===== src/itp_pkg.sv =====
`default_nettype none
package itp_pkg;

  localparam int unsigned STACK_DEPTH = 32;
  localparam int unsigned CNT_W = $clog2(STACK_DEPTH + 1);
  localparam int unsigned PTR_W = $clog2(STACK_DEPTH);

  localparam logic [7:0] CH_PLUS   = 8'h2B;
  localparam logic [7:0] CH_MINUS  = 8'h2D;
  localparam logic [7:0] CH_STAR   = 8'h2A;
  localparam logic [7:0] CH_SLASH  = 8'h2F;
  localparam logic [7:0] CH_CARET  = 8'h5E;
  localparam logic [7:0] CH_LPAREN = 8'h28;
  localparam logic [7:0] CH_RPAREN = 8'h29;
  localparam logic [7:0] CH_NUL    = 8'h00;

  typedef enum logic [2:0] {
    CLS_OTHER,
    CLS_ALNUM,
    CLS_OPEN,
    CLS_CLOSE,
    CLS_OP,
    CLS_END
  } sym_cls_e;

  typedef enum logic [1:0] {
    EM_NONE,
    EM_INPUT,
    EM_TOP,
    EM_DONE
  } emit_sel_e;

  typedef struct packed {
    logic      in_ready;
    logic      accept;
    emit_sel_e emit_sel;
    logic      push;
    logic      push_in;
    logic      pop;
    logic      rd_en;
    logic      set_unmatched;
    logic      clear_flags;
  } itp_cmd_t;

  typedef struct packed {
    logic     in_valid;
    sym_cls_e in_cls;
    sym_cls_e lat_cls;
    logic     count_zero;
    logic     out_free;
    logic     top_is_open;
    logic     top_prec_ge;
  } itp_status_t;

  function automatic logic [1:0] prec_of(input logic [7:0] c);
    logic [1:0] p;
    p = 2'd0;
    if (c == CH_PLUS || c == CH_MINUS) p = 2'd1;
    else if (c == CH_STAR || c == CH_SLASH) p = 2'd2;
    else if (c == CH_CARET) p = 2'd3;
    return p;
  endfunction

  function automatic sym_cls_e classify(input logic [7:0] c, input logic eoe);
    sym_cls_e k;
    k = CLS_OTHER;
    if (eoe) k = CLS_END;
    else if ((c >= 8'h61 && c <= 8'h7A) || (c >= 8'h41 && c <= 8'h5A) ||
             (c >= 8'h30 && c <= 8'h39)) k = CLS_ALNUM;
    else if (c == CH_LPAREN) k = CLS_OPEN;
    else if (c == CH_RPAREN) k = CLS_CLOSE;
    else if (prec_of(c) != 2'd0) k = CLS_OP;
    return k;
  endfunction

endpackage
`default_nettype wire


===== src/infix_to_postfix_converter.sv =====
// Letters, digits, '(' and ignored characters: only a letter or digit gives a
// result, through the registered output. ')', operators and end of expression:
// accepted, then per stack entry examined a memory read, then a decision (set by
// the single stack read port), and a last ST_FETCH step when the stack runs empty.
// End of expression adds the done result; output stalls hold the flow.
// Reset (asynchronous, active low) empties the stack and clears both flags.
`default_nettype none
module infix_to_postfix_converter (
  input  wire        clk_i,
  input  wire        rst_ni,
  input  wire        s_axis_tvalid_i,
  output logic       s_axis_tready_o,
  input  wire  [7:0] s_axis_tdata_i,   // [7:0] symbol
  input  wire        s_axis_tuser_i,   // [0] end_of_expr
  output logic       m_axis_tvalid_o,
  input  wire        m_axis_tready_i,
  output logic [7:0] m_axis_tdata_o,   // [7:0] token
  output logic       m_axis_tlast_o,   // done_res
  output logic [1:0] m_axis_tuser_o    // [0] overflow_seen, [1] unmatched_close
);
  import itp_pkg::*;

  itp_cmd_t    cmd;
  itp_status_t status;

  itp_controller u_ctrl (
    .clk_i    (clk_i),
    .rst_ni   (rst_ni),
    .status_i (status),
    .cmd_o    (cmd)
  );

  itp_datapath u_dp (
    .clk_i      (clk_i),
    .rst_ni     (rst_ni),
    .s_tvalid_i (s_axis_tvalid_i),
    .s_tdata_i  (s_axis_tdata_i),
    .s_tuser_i  (s_axis_tuser_i),
    .m_tready_i (m_axis_tready_i),
    .cmd_i      (cmd),
    .status_o   (status),
    .m_tvalid_o (m_axis_tvalid_o),
    .m_tdata_o  (m_axis_tdata_o),
    .m_tlast_o  (m_axis_tlast_o),
    .m_tuser_o  (m_axis_tuser_o)
  );

  assign s_axis_tready_o = cmd.in_ready;

endmodule
`default_nettype wire


===== src/itp_datapath.sv =====
`default_nettype none
module itp_datapath (
  input  wire                  clk_i,
  input  wire                  rst_ni,
  input  wire                  s_tvalid_i,
  input  wire  [7:0]           s_tdata_i,   // symbol
  input  wire                  s_tuser_i,   // end_of_expr
  input  wire                  m_tready_i,
  input  itp_pkg::itp_cmd_t    cmd_i,
  output itp_pkg::itp_status_t status_o,
  output logic                 m_tvalid_o,
  output logic [7:0]           m_tdata_o,   // token
  output logic                 m_tlast_o,   // done_res
  output logic [1:0]           m_tuser_o    // overflow_seen, unmatched_close
);
  import itp_pkg::*;

  logic [7:0]       op_stack_q [STACK_DEPTH];
  logic [7:0]       rd_q;
  logic [CNT_W-1:0] count_q, count_d;
  logic             ovf_q, ovf_d;
  logic             unm_q, unm_d;
  logic [7:0]       sym_q;
  sym_cls_e         cls_q;
  logic             m_valid_q;
  logic [7:0]       m_data_q;
  logic             m_last_q;
  logic [1:0]       m_user_q;

  logic [CNT_W-1:0] count_m1;
  logic             full;
  logic             out_free;
  logic [7:0]       push_val;
  logic             do_write;

  assign count_m1 = count_q - CNT_W'(1);
  assign full     = (count_q == CNT_W'(STACK_DEPTH));
  assign out_free = !m_valid_q || m_tready_i;
  assign push_val = cmd_i.push_in ? s_tdata_i : sym_q;
  assign do_write = cmd_i.push && !full;

  always_comb begin
    count_d = count_q;
    ovf_d   = ovf_q;
    unm_d   = unm_q;
    if (cmd_i.push) begin
      if (full) ovf_d = 1'b1;
      else count_d = count_q + CNT_W'(1);
    end
    if (cmd_i.pop) count_d = count_m1;
    if (cmd_i.set_unmatched) unm_d = 1'b1;
    if (cmd_i.clear_flags) begin
      ovf_d = 1'b0;
      unm_d = 1'b0;
    end
  end

  always_ff @(posedge clk_i) begin
    if (do_write) op_stack_q[count_q[PTR_W-1:0]] <= push_val;
    if (cmd_i.rd_en) rd_q <= op_stack_q[count_m1[PTR_W-1:0]];
    if (cmd_i.accept) begin
      sym_q <= s_tdata_i;
      cls_q <= classify(s_tdata_i, s_tuser_i);
    end
  end

  always_ff @(posedge clk_i or negedge rst_ni) begin
    if (!rst_ni) begin
      count_q   <= '0;
      ovf_q     <= 1'b0;
      unm_q     <= 1'b0;
      m_valid_q <= 1'b0;
    end else begin
      count_q <= count_d;
      ovf_q   <= ovf_d;
      unm_q   <= unm_d;
      if (cmd_i.emit_sel != EM_NONE) m_valid_q <= 1'b1;
      else if (m_tready_i) m_valid_q <= 1'b0;
    end
  end

  always_ff @(posedge clk_i) begin
    unique case (cmd_i.emit_sel)
      EM_INPUT: begin
        m_data_q <= s_tdata_i;
        m_last_q <= 1'b0;
        m_user_q <= {unm_q, ovf_q};
      end
      EM_TOP: begin
        m_data_q <= rd_q;
        m_last_q <= 1'b0;
        m_user_q <= {unm_q, ovf_q};
      end
      EM_DONE: begin
        m_data_q <= CH_NUL;
        m_last_q <= 1'b1;
        m_user_q <= {unm_q, ovf_q};
      end
      default: begin
      end
    endcase
  end

  assign status_o.in_valid    = s_tvalid_i;
  assign status_o.in_cls      = classify(s_tdata_i, s_tuser_i);
  assign status_o.lat_cls     = cls_q;
  assign status_o.count_zero  = (count_q == '0);
  assign status_o.out_free    = out_free;
  assign status_o.top_is_open = (rd_q == CH_LPAREN);
  assign status_o.top_prec_ge = (prec_of(rd_q) >= prec_of(sym_q));

  assign m_tvalid_o = m_valid_q;
  assign m_tdata_o  = m_data_q;
  assign m_tlast_o  = m_last_q;
  assign m_tuser_o  = m_user_q;

endmodule
`default_nettype wire


===== src/itp_controller.sv =====
`default_nettype none
module itp_controller (
  input  wire                  clk_i,
  input  wire                  rst_ni,
  input  itp_pkg::itp_status_t status_i,
  output itp_pkg::itp_cmd_t    cmd_o
);
  import itp_pkg::*;

  typedef enum logic [1:0] {
    ST_IDLE,
    ST_FETCH,
    ST_CHECK,
    ST_DONE
  } state_e;

  state_e   state_q, state_d;
  itp_cmd_t cmd;

  always_comb begin
    cmd               = '0;
    cmd.emit_sel      = EM_NONE;
    state_d           = state_q;
    unique case (state_q)
      ST_IDLE: begin
        cmd.in_ready = status_i.out_free;
        cmd.accept   = status_i.out_free && status_i.in_valid;
        if (cmd.accept) begin
          unique case (status_i.in_cls)
            CLS_ALNUM: cmd.emit_sel = EM_INPUT;
            CLS_OPEN: begin
              cmd.push    = 1'b1;
              cmd.push_in = 1'b1;
            end
            CLS_CLOSE, CLS_OP, CLS_END: state_d = ST_FETCH;
            default: begin
            end
          endcase
        end
      end
      ST_FETCH: begin
        if (status_i.count_zero) begin
          priority case (status_i.lat_cls)
            CLS_CLOSE: begin
              cmd.set_unmatched = 1'b1;
              state_d           = ST_IDLE;
            end
            CLS_OP: begin
              cmd.push = 1'b1;
              state_d  = ST_IDLE;
            end
            default: state_d = ST_DONE;
          endcase
        end else begin
          cmd.rd_en = 1'b1;
          state_d   = ST_CHECK;
        end
      end
      ST_CHECK: begin
        if (status_i.lat_cls == CLS_CLOSE && status_i.top_is_open) begin
          cmd.pop = 1'b1;
          state_d = ST_IDLE;
        end else if (status_i.lat_cls == CLS_OP && !status_i.top_prec_ge) begin
          cmd.push = 1'b1;
          state_d  = ST_IDLE;
        end else if (status_i.out_free) begin
          cmd.emit_sel = EM_TOP;
          cmd.pop      = 1'b1;
          state_d      = ST_FETCH;
        end
      end
      ST_DONE: begin
        if (status_i.out_free) begin
          cmd.emit_sel    = EM_DONE;
          cmd.clear_flags = 1'b1;
          state_d         = ST_IDLE;
        end
      end
      default: state_d = ST_IDLE;
    endcase
  end

  always_ff @(posedge clk_i or negedge rst_ni) begin
    if (!rst_ni) begin
      state_q <= ST_IDLE;
    end else begin
      state_q <= state_d;
    end
  end

  assign cmd_o = cmd;

endmodule
`default_nettype wire


===== config.mk =====
export PLATFORM = sky130hd
export DESIGN_NAME = infix_to_postfix_converter
export DESIGN_NICKNAME = d
export VERILOG_FILES = /design/src/itp_pkg.sv /design/src/infix_to_postfix_converter.sv /design/src/itp_datapath.sv /design/src/itp_controller.sv
export SDC_FILE = /design/constraint.sdc
export NUM_CORES = 1
export LEC_CHECK = 0
export ABC_CLOCK_PERIOD_IN_PS = 7850
export CORE_UTILIZATION = 55
export DETAILED_ROUTE_END_ITERATION = 8
export DONT_BUFFER_PORTS = 1
export PLACE_DENSITY_LB_ADDON = 0.2
export SYNTH_ARGS = -nofsm -noshare
export SYNTH_HDL_FRONTEND = slang
export SYNTH_SLANG_ARGS = --single-unit

===== constraint.sdc =====
create_clock -name clk_i -period 7.85 [get_ports clk_i]
set_clock_uncertainty 0.05 [all_clocks]
set_input_delay 0 -clock clk_i [delete_from_list [all_inputs] [get_ports clk_i]]
set_output_delay 0 -clock clk_i [all_outputs]
set_load 0.01 [all_outputs]

==> metrics.md, run 1 <==
| Metric | Value |
|---|---|
| Status | `finished, final reports clean` |
| Final WL | `around 25000 um` |
| F_max | `approximately 240 MHz` |
| Worst Tran Pin Value | `1110 ps` |
| Fraction of layout cells with a size suffix above 1 | `24.6%` |
| Compound-Gate Fraction of Synth Area | `between 2 and 2.5%` |
| CTS sink count | `about 300` |
| Slew headroom | `~26%` |
| Ys Warns | `0` |
| Fin area | `between 10000 and 15000 sq um` |
| Worst hold path type | `in -> reg` |
| Area of the core | `approximately 21000 sq um` |
| Mapped Area | `between 10000 and 15000 sq um` |
| Max clock buf depth | `3` |
| Final Setup Violations | `0` |
| Netlist cell types | `55` |
| Vias/cell | `6.37` |
| Initial Utilization | `between 50% and 60%` |
| CP Data Arrival Time | `4370 ps` |
| Multiplexer share of the synthesized area | `~16%` |
| RSZ-0062 raised after global routing | `false` |
| Final Hold Viols | `0` |
| Starting DRT DRC Count | `about 550` |
| Net count, final | `670` |
| Seq cells post-synth | `297` |
| XOR/XNOR share of the synthesized area | `0.783%` |
| Fin Hold WS | `between 100 and 150 ps` |
| Synthesized-area fraction occupied by adder cells | `0.618%` |
| Syn avg cell area | `~20 sq um` |
| H-tree depth | `1` |
| DRC violations left | `0` |
| Clock-pin slew on the worst setup and hold paths | `60 ps` |
| Antenna violations before repair | `0` |
| Post-DRT Antenna Nets | `0` |
| Util after Layout | `approximately 64%` |
| Number of enable flip-flop cells after synthesis | `between 200 and 300` |
| Area delta synth->final | `12.2%` |
| Register area share after synthesis | `about 73%` |
| Clock latency on the worst-skew pair | `about 550 ps` |
| WL per Instance | `~26 um` |
| Routability cong. | `around 0.84` |
| Tot GR Track Use | `23.1%` |
| Post-Synth Simple-Gate Area | `under 10%` |
| IR drop worst, VDD | `between 0.15 and 0.2 mV` |
| CTS tree | `built` |
| Setup crit start kind | `flop` |
| Layout fillers | `about 1400` |
| PwrDens | `around 370 nW/um^2` |
| Asr flop ratio synth | `under 10%` |
| Die height | `around 150 um` |
| WP data required | `a little under 8000 ps` |
| Final TNS setup | `0 ps` |
| Cts bufs inserted | `30` |
| Io pins | `26` |
| Post-Place Cell Area | `12500 sq um` |
| Die area | `22700 sq um` |
| Core Rows | `53` |
| Global-route wire length before repair | `37900 um` |
| Main combinational cell family by area after synthesis | `multiplexers` |
| Endpoint class of the critical path | `flop` |
| Syn nets | `around 640` |
| CP Max Fanout | `8` |
| Synth Instances | `slightly above 600` |
| Vias | `6049` |
| Remaining global-route overflow | `0` |
| Static Leak | `between 4 and 5 nW` |
| Tcrit/Tclk final | `~54%` |
| Total power | `~5.0 mW` |
| Root Buffer Master | `clkbuf_16` |
| # resized after CTS | `0` |
| HPWL Detailed | `between 15000 and 20000 um` |
| Max Cap Violations | `0` |
| Vias in the first global route | `just over 6000` |
| Slew Limit Fails | `0` |
| ANT cells | `0` |
| Synth Flop Type | `edfxtp_1` |
| Number of port buffers | `0` |
| Worst Setup Path Type | `reg -> reg` |
| Die W | `151 um` |
| Period minus WS final | `roughly 4300 ps` |
| 1st-pass router iterations | `5` |
| Largest net degree at the start of global routing | `46` |
==> cell usage after synthesis (2+ instances only) <==
library cell    n  area share (%)
edfxtp_1      286              71
mux4_2         80              15
nor2_1         43             1.3
nand2_1        35             1.1
inv_1          16            0.49
clkbuf_1       14            0.43
dfrtp_1        11             2.3
mux2i_1         9            0.74
buf_2           8            0.33
mux2_2          8            0.74
nand3_1         8            0.33
nor2b_1         7            0.36
nor3_1          7            0.29
ha_1            6            0.62
xnor2_1         6            0.43
a21oi_1         4            0.16
a31oi_1         4            0.21
nand2b_1        4            0.21
o21ai_0         4            0.16
a211o_1         3            0.22
a211oi_1        3            0.19
nand4_1         3            0.15
nor3b_1         3            0.19
nor4_1          3            0.15
nor4b_1         3            0.22
or2_2           3            0.15
xor2_1          3            0.22
and3b_1         2            0.14
buf_8           2            0.25
nand3b_1        2            0.12
nand4b_1        2            0.14
o31a_1          2            0.14
o31ai_1         2            0.12
==> worst paths after layout <==
| kind | end | slack (ps) | cells after the start | startpoint |
|---|---|---|---|---|
| min reg2reg | u_dp.m_tuser_o[0] | 420 | 0 | u_dp.ovf_q |
| max reg2reg | u_dp.op_stack_q[14][2] | 3590 | 10 | u_dp.rd_q[6] |
| max in group asynchronous | u_dp.count_q[0] | 6980 | 2 | rst_ni |
| min | u_dp.cls_q[2] | 120 | 4 | s_axis_tdata_i[5] |
| max | u_dp.op_stack_q[14][2] | 3590 | 10 | u_dp.rd_q[6] |
| min in group asynchronous | u_ctrl.state_q[1] | 380 | 2 | rst_ni |
==> sequential cells by signal, summed over array words and instances (netlist names) <==
name,cells
u_dp.unm_q,1
u_dp.m_tlast_o,1
u_dp.m_tdata_o,8
u_dp.m_tvalid_o,1
u_ctrl.state_q,2
u_dp.cls_q,3
u_dp.rd_q,8
u_dp.sym_q,8
u_dp.ovf_q,1
u_dp.op_stack_q,256
u_dp.count_q,6
u_dp.m_tuser_o,2
==> worst max-delay path, stage by stage, from the launching register on <==
cell      delay, ps
edfxtp_1        440
nor4b_2         420
nand3_1         140
a311o_1         370
ha_1            280
nand2b_1        170
a211o_1         310
a21boi_2        180
o21a_1          230
nand2_1         330
nor3_1          950
==> report_power, final <==
group | switching (mW) | internal (mW)
combinational | 0.765 | 0.744
sequential | 0.155 | 1.93
clock | 0.587 | 0.854
==> cell usage in the layout, fill, tap and decap left out, drive strengths merged, types with 9 or more instances in the layout <==
cell type	instances
buf	12
clkbuf	35
clkinv	15
dfrtp	11
dlygate4sd3	14
edfxtp	286
inv	16
mux2i	9
mux4	80
nand2	35
nor2	43
==> cells by family after synthesis <==
kind of cell / count (synthesis)
compound gates: 34
xor+xnor: 10
fa+ha+maj: 6
buf+inv: 41
flops: 297
mux: 97
simple gates: 133
==> metal layers <==
metal | vias up | part of all wire [%] | track usage [%]
met5 | - | 0 | 0
met4 | 0 | 2.2 | 6.00
met3 | 37 | 5.6 | 2.94
met2 | 232 | 48 | 36.2
met1 | 3190 | 45 | 34.8
li1 | 2590 | - | -
==> per-stage QoR <==
step / cells / setup WS (ps)
2_1_floorplan: 618 / 4320
3_3_place_gp: 880 / 3720
3_5_place_dp: 880 / 3660
4_1_cts: 950 / 3610
5_1_grt: 950 / 3330
6_report: 950 / 3590
==> area by class of cell <==
cell class                 instances  area (sq um)  area share, %
timing repair buffer              26           230           1.69
multi-input combinational        280          3100           22.8
clock buffer                      35           790           5.79
clock inverter                    21           230           1.69
sequential                       297          8870           65.1
tap                              275           344           2.53
inverter                          16          60.1          0.441
==> what timing repair did <==
action / in CTS / in global routing
setup buffers: 0 / 0
hold buffers: 14 / 0
hold endpoints to repair: 45 / 0
Power figures use the tool's default switching activity.
==> run 2, diff against run 1 <==
- ABC_AREA: unset -> 1
- ABC_CLOCK_PERIOD_IN_PS: 7850 -> 4300
- clock period: 7.85 -> 4.3 ns (I/O delays scaled with it)
==> run 2 against run 1 <==
Effect of this change: synthesized cell count rose by 79%; cell area grew 3.2%; sequential share of layout area fell by 2.0 points; setup slack worse by 2600 ps; combinational power grew to 2.8 times the previous value; flip-flop and latch count unchanged; via count up 37%; register-to-register slack got worse by 2600 ps; first-iteration DRC count rose by 39%; final cell count increased by 50%; fmax grew 28%.
==> metrics.md, run 2 <==
| Metric | Value |
|---|---|
| Final WL | `28800 um` |
| Seq cells post-synth | `approximately 300` |
| Crit-path cells | `inv_1 -> nand4_1 -> nor4_1 -> inv_1 -> nand2_1 -> ha_1 -> inv_1 -> a21boi_0 -> nor2_1 -> nand3_1 -> nand2_1 -> inv_2 -> nand2_4 -> nand3_2 -> nor2_1` |
| Synth Instances | `between 1000 and 1500` |
| ANT cells | `0` |
| FF-to-FF End | `u_dp.op_stack_q[6][0]` |
| Vias | `8282` |
| Crit path buf inv count | `4` |
| Root Buffer Master | `clkbuf_16` |
| Core Rows | `55` |
| H-tree depth | `1` |
| Final TNS setup | `0 ps` |
| CTS sink count | `297` |
| Max Cap Violations | `0` |
| Asr flop ratio synth | `under 10%` |
| Io pins | `26` |
| HPWL Detailed | `~18000 um` |
| Post-Synth Simple-Gate Area | `roughly 14%` |
| RSZ-0062 raised after global routing | `false` |
| Max incr delay on CP | `about 700 ps` |
| Synth Flop Type | `edfxtp_1` |
| Fin area | `between 10000 and 15000 sq um` |
| Ranking of synthesized cells by area | `edfxtp_1 (67%), nor2_1 (7.9%), o21ai_0 (5.2%)` |
| Tcrit/Tclk final | `77.5%` |
| CP Data Arrival Time | `between 3000 and 4000 ps` |
| Most common cell after layout, fill and taps aside | `edfxtp_1` |
| Global-route wire length before repair | `around 45000 um` |
| Final cell count without fillers | `roughly 1400` |
| Worst Hold End | `u_dp.sym_q[5]` |
| Main combinational cell family by area after synthesis | `simple AND/OR/NAND/NOR gates` |
| Setup crit start kind | `flop` |
| WP data required | `about 4400 ps` |
| Fraction of layout cells with a size suffix above 1 | `under 10%` |
| Most common cell in the netlist | `edfxtp_1` |
| R2R depth | `15` |
| Worst Tran Pin Value | `968 ps` |
| F_max | `300 MHz` |
| 1st-pass router iterations | `5` |
| Synthesized-area fraction occupied by adder cells | `less than 1%` |
| Hold Path Stages | `1` |
| Remaining global-route overflow | `0` |
| Die W | `about 150 um` |
| Endpoint class of the critical path | `flop` |
| Static Leak | `between 4 and 5 nW` |
| Largest area contributor in the netlist | `edfxtp_1` |
| Period minus WS final | `between 3000 and 4000 ps` |
| Number of enable flip-flop cells after synthesis | `around 290` |
| Syn nets | `roughly 1100` |
| Final Setup Violations | `0` |
| CP Depth | `15` |
| Synth cell count leaders | `edfxtp_1 (286), nor2_1 (269), o21ai_0 (133), nand2_1 (91), o21ai_1 (78)` |
| FF-to-FF setup slack | `between 900 and 1000 ps` |
| Final Hold Viols | `0` |
| Post-Place Cell Area | `between 10000 and 15000 sq um` |
| Tot GR Track Use | `between 20% and 30%` |
| Vias in the first global route | `7862` |
| Compound-Gate Fraction of Synth Area | `11.6%` |
| Mapped Area | `~13000 sq um` |
| Netlist cell types | `39` |
| Max clock buf depth | `3` |
| Cts bufs inserted | `30` |
| Syn avg cell area | `11.5 sq um` |
| Slew Limit Fails | `0` |
| Worst Setup Path Type | `reg -> reg` |
| XOR/XNOR share of the synthesized area | `less than 1%` |
| Antenna violations before repair | `0` |
| Register area share after synthesis | `just under 70%` |
| Post-CTS Setup Bufs | `0` |
| CTS tree | `built` |
| WL per Instance | `roughly 20 um` |
| Clock-pin slew on the worst setup and hold paths | `around 60 ps` |
| Largest delay contributor family on the critical path | `simple AND/OR/NAND/NOR gates` |
| Routability cong. | `0.897` |
| Post-synth top area share | `67.1%` |
| Multiplexer share of the synthesized area | `0%` |
| Placed Cells incl. Taps | `1357` |
| Number of port buffers | `0` |
| Slew headroom | `around 35%` |
| Fin Hold WS | `108 ps` |
| Net count, final | `approximately 1100` |
| IR drop worst, VDD | `roughly 0.52 mV` |
| Area delta synth->final | `9.96%` |
| Area of the core | `between 20000 and 25000 sq um` |
| Largest net degree at the start of global routing | `98` |
| Clock latency on the worst-skew pair | `~560 ps` |
| Hold path startpoint | `s_axis_tdata_i[5]` |
| Die height | `roughly 150 um` |
| Most frequent cells in the layout | `edfxtp_1 (286), nor2_1 (269), o21ai_0 (133)` |
| Worst hold path type | `in -> reg` |
| Die area | `about 24000 sq um` |
| Ys Warns | `0` |
| Vias/cell | `5.81` |
| Status | `finished, final reports clean` |
| CP Max Fanout | `8` |
| PwrDens | `~730 nW/um^2` |
| Initial Utilization | `56.3%` |
| Layout fillers | `1740` |
| Critical Path Most Common Cell | `inv_1` |
| Util after Layout | `roughly three fifths` |
| DRC violations left | `0` |
| CP max stage cell | `nor2_1` |
| Starting DRT DRC Count | `roughly 760` |
| Max reg flops | `about 260` |
| R2r startpoint | `u_dp.sym_q[0]` |
| Post-DRT Antenna Nets | `0` |
run 2: cell count changes after synthesis, sizes merged, moves of 32 or more:
cell,before,now
nand2,35,95
o211ai,0,32
inv,16,59
o21ai,5,212
nor2,43,270
mux4,80,0
run 2: cell type report:
cell class	count	area (sq um)	share of cell area (%)
Inverter	59	225	1.60
Clock buffer	39	785	5.58
Multi-Input combinational cell	700	3460	24.6
Timing Repair Buffer	29	263	1.87
Tap cell	285	357	2.53
Sequential cell	297	8870	63.0
Clock inverter	16	114	0.809
run 2: metrics by stage:
step | power, mW | worst slack (ps)
floorplan | 6.70 | 1440
global placement | 7.87 | 1040
detailed placement | 7.90 | 1000
CTS | 10.3 | 997
global route | 10.9 | 651
finish | 10.3 | 966
run 2: logic make-up (layout without fill, tap and decap cells):
logic type,Yosys count,in the layout
AO/OA/AOI/OAI,260,260
AND/OR/NAND/NOR,426,426
adder cells (fa/ha/maj),6,6
flip-flops,297,297
buffers and inverters,112,143
XOR/XNOR,8,8
run 2: power breakdown:
part	internal [mW]	total, mW	leakage (nW)	switching [mW]
Combinational	1.23	4.16	1.68	2.93
Sequential	3.53	3.74	2.72	0.212
Clock	1.34	2.38	0.437	1.04
Total	6.10	10.3	4.84	4.18
run 2: what timing repair did:
action,CTS,global route
setup endpoints to repair,0,0
endpoints found under the hold margin,45,0
resized for setup,0,0
hold buffers,13,0
run 2: routing by layer:
layer  up-vias  share of wire, %  global-route usage (%)
met2       283                47                    39.8
met5         -                 0                       0
met4         0               3.4                    8.86
li1       3948                 -                       -
met1      3984                44                    35.2
met3        67               5.9                    3.08
run 2: worst max-delay path by stage:
stage | to | from | slack (ps)
finish | u_dp.op_stack_q[6][0] | u_dp.sym_q[0] | 970
detailed placement | u_dp.op_stack_q[6][0] | u_dp.sym_q[0] | 1000
global placement | u_dp.op_stack_q[6][0] | u_dp.rd_q[7] | 1040
global route | u_dp.op_stack_q[6][7] | u_dp.sym_q[0] | 650
CTS | u_dp.op_stack_q[23][5] | u_dp.sym_q[0] | 1000
floorplan | u_dp.op_stack_q[16][0] | u_dp.count_q[0] | 1440
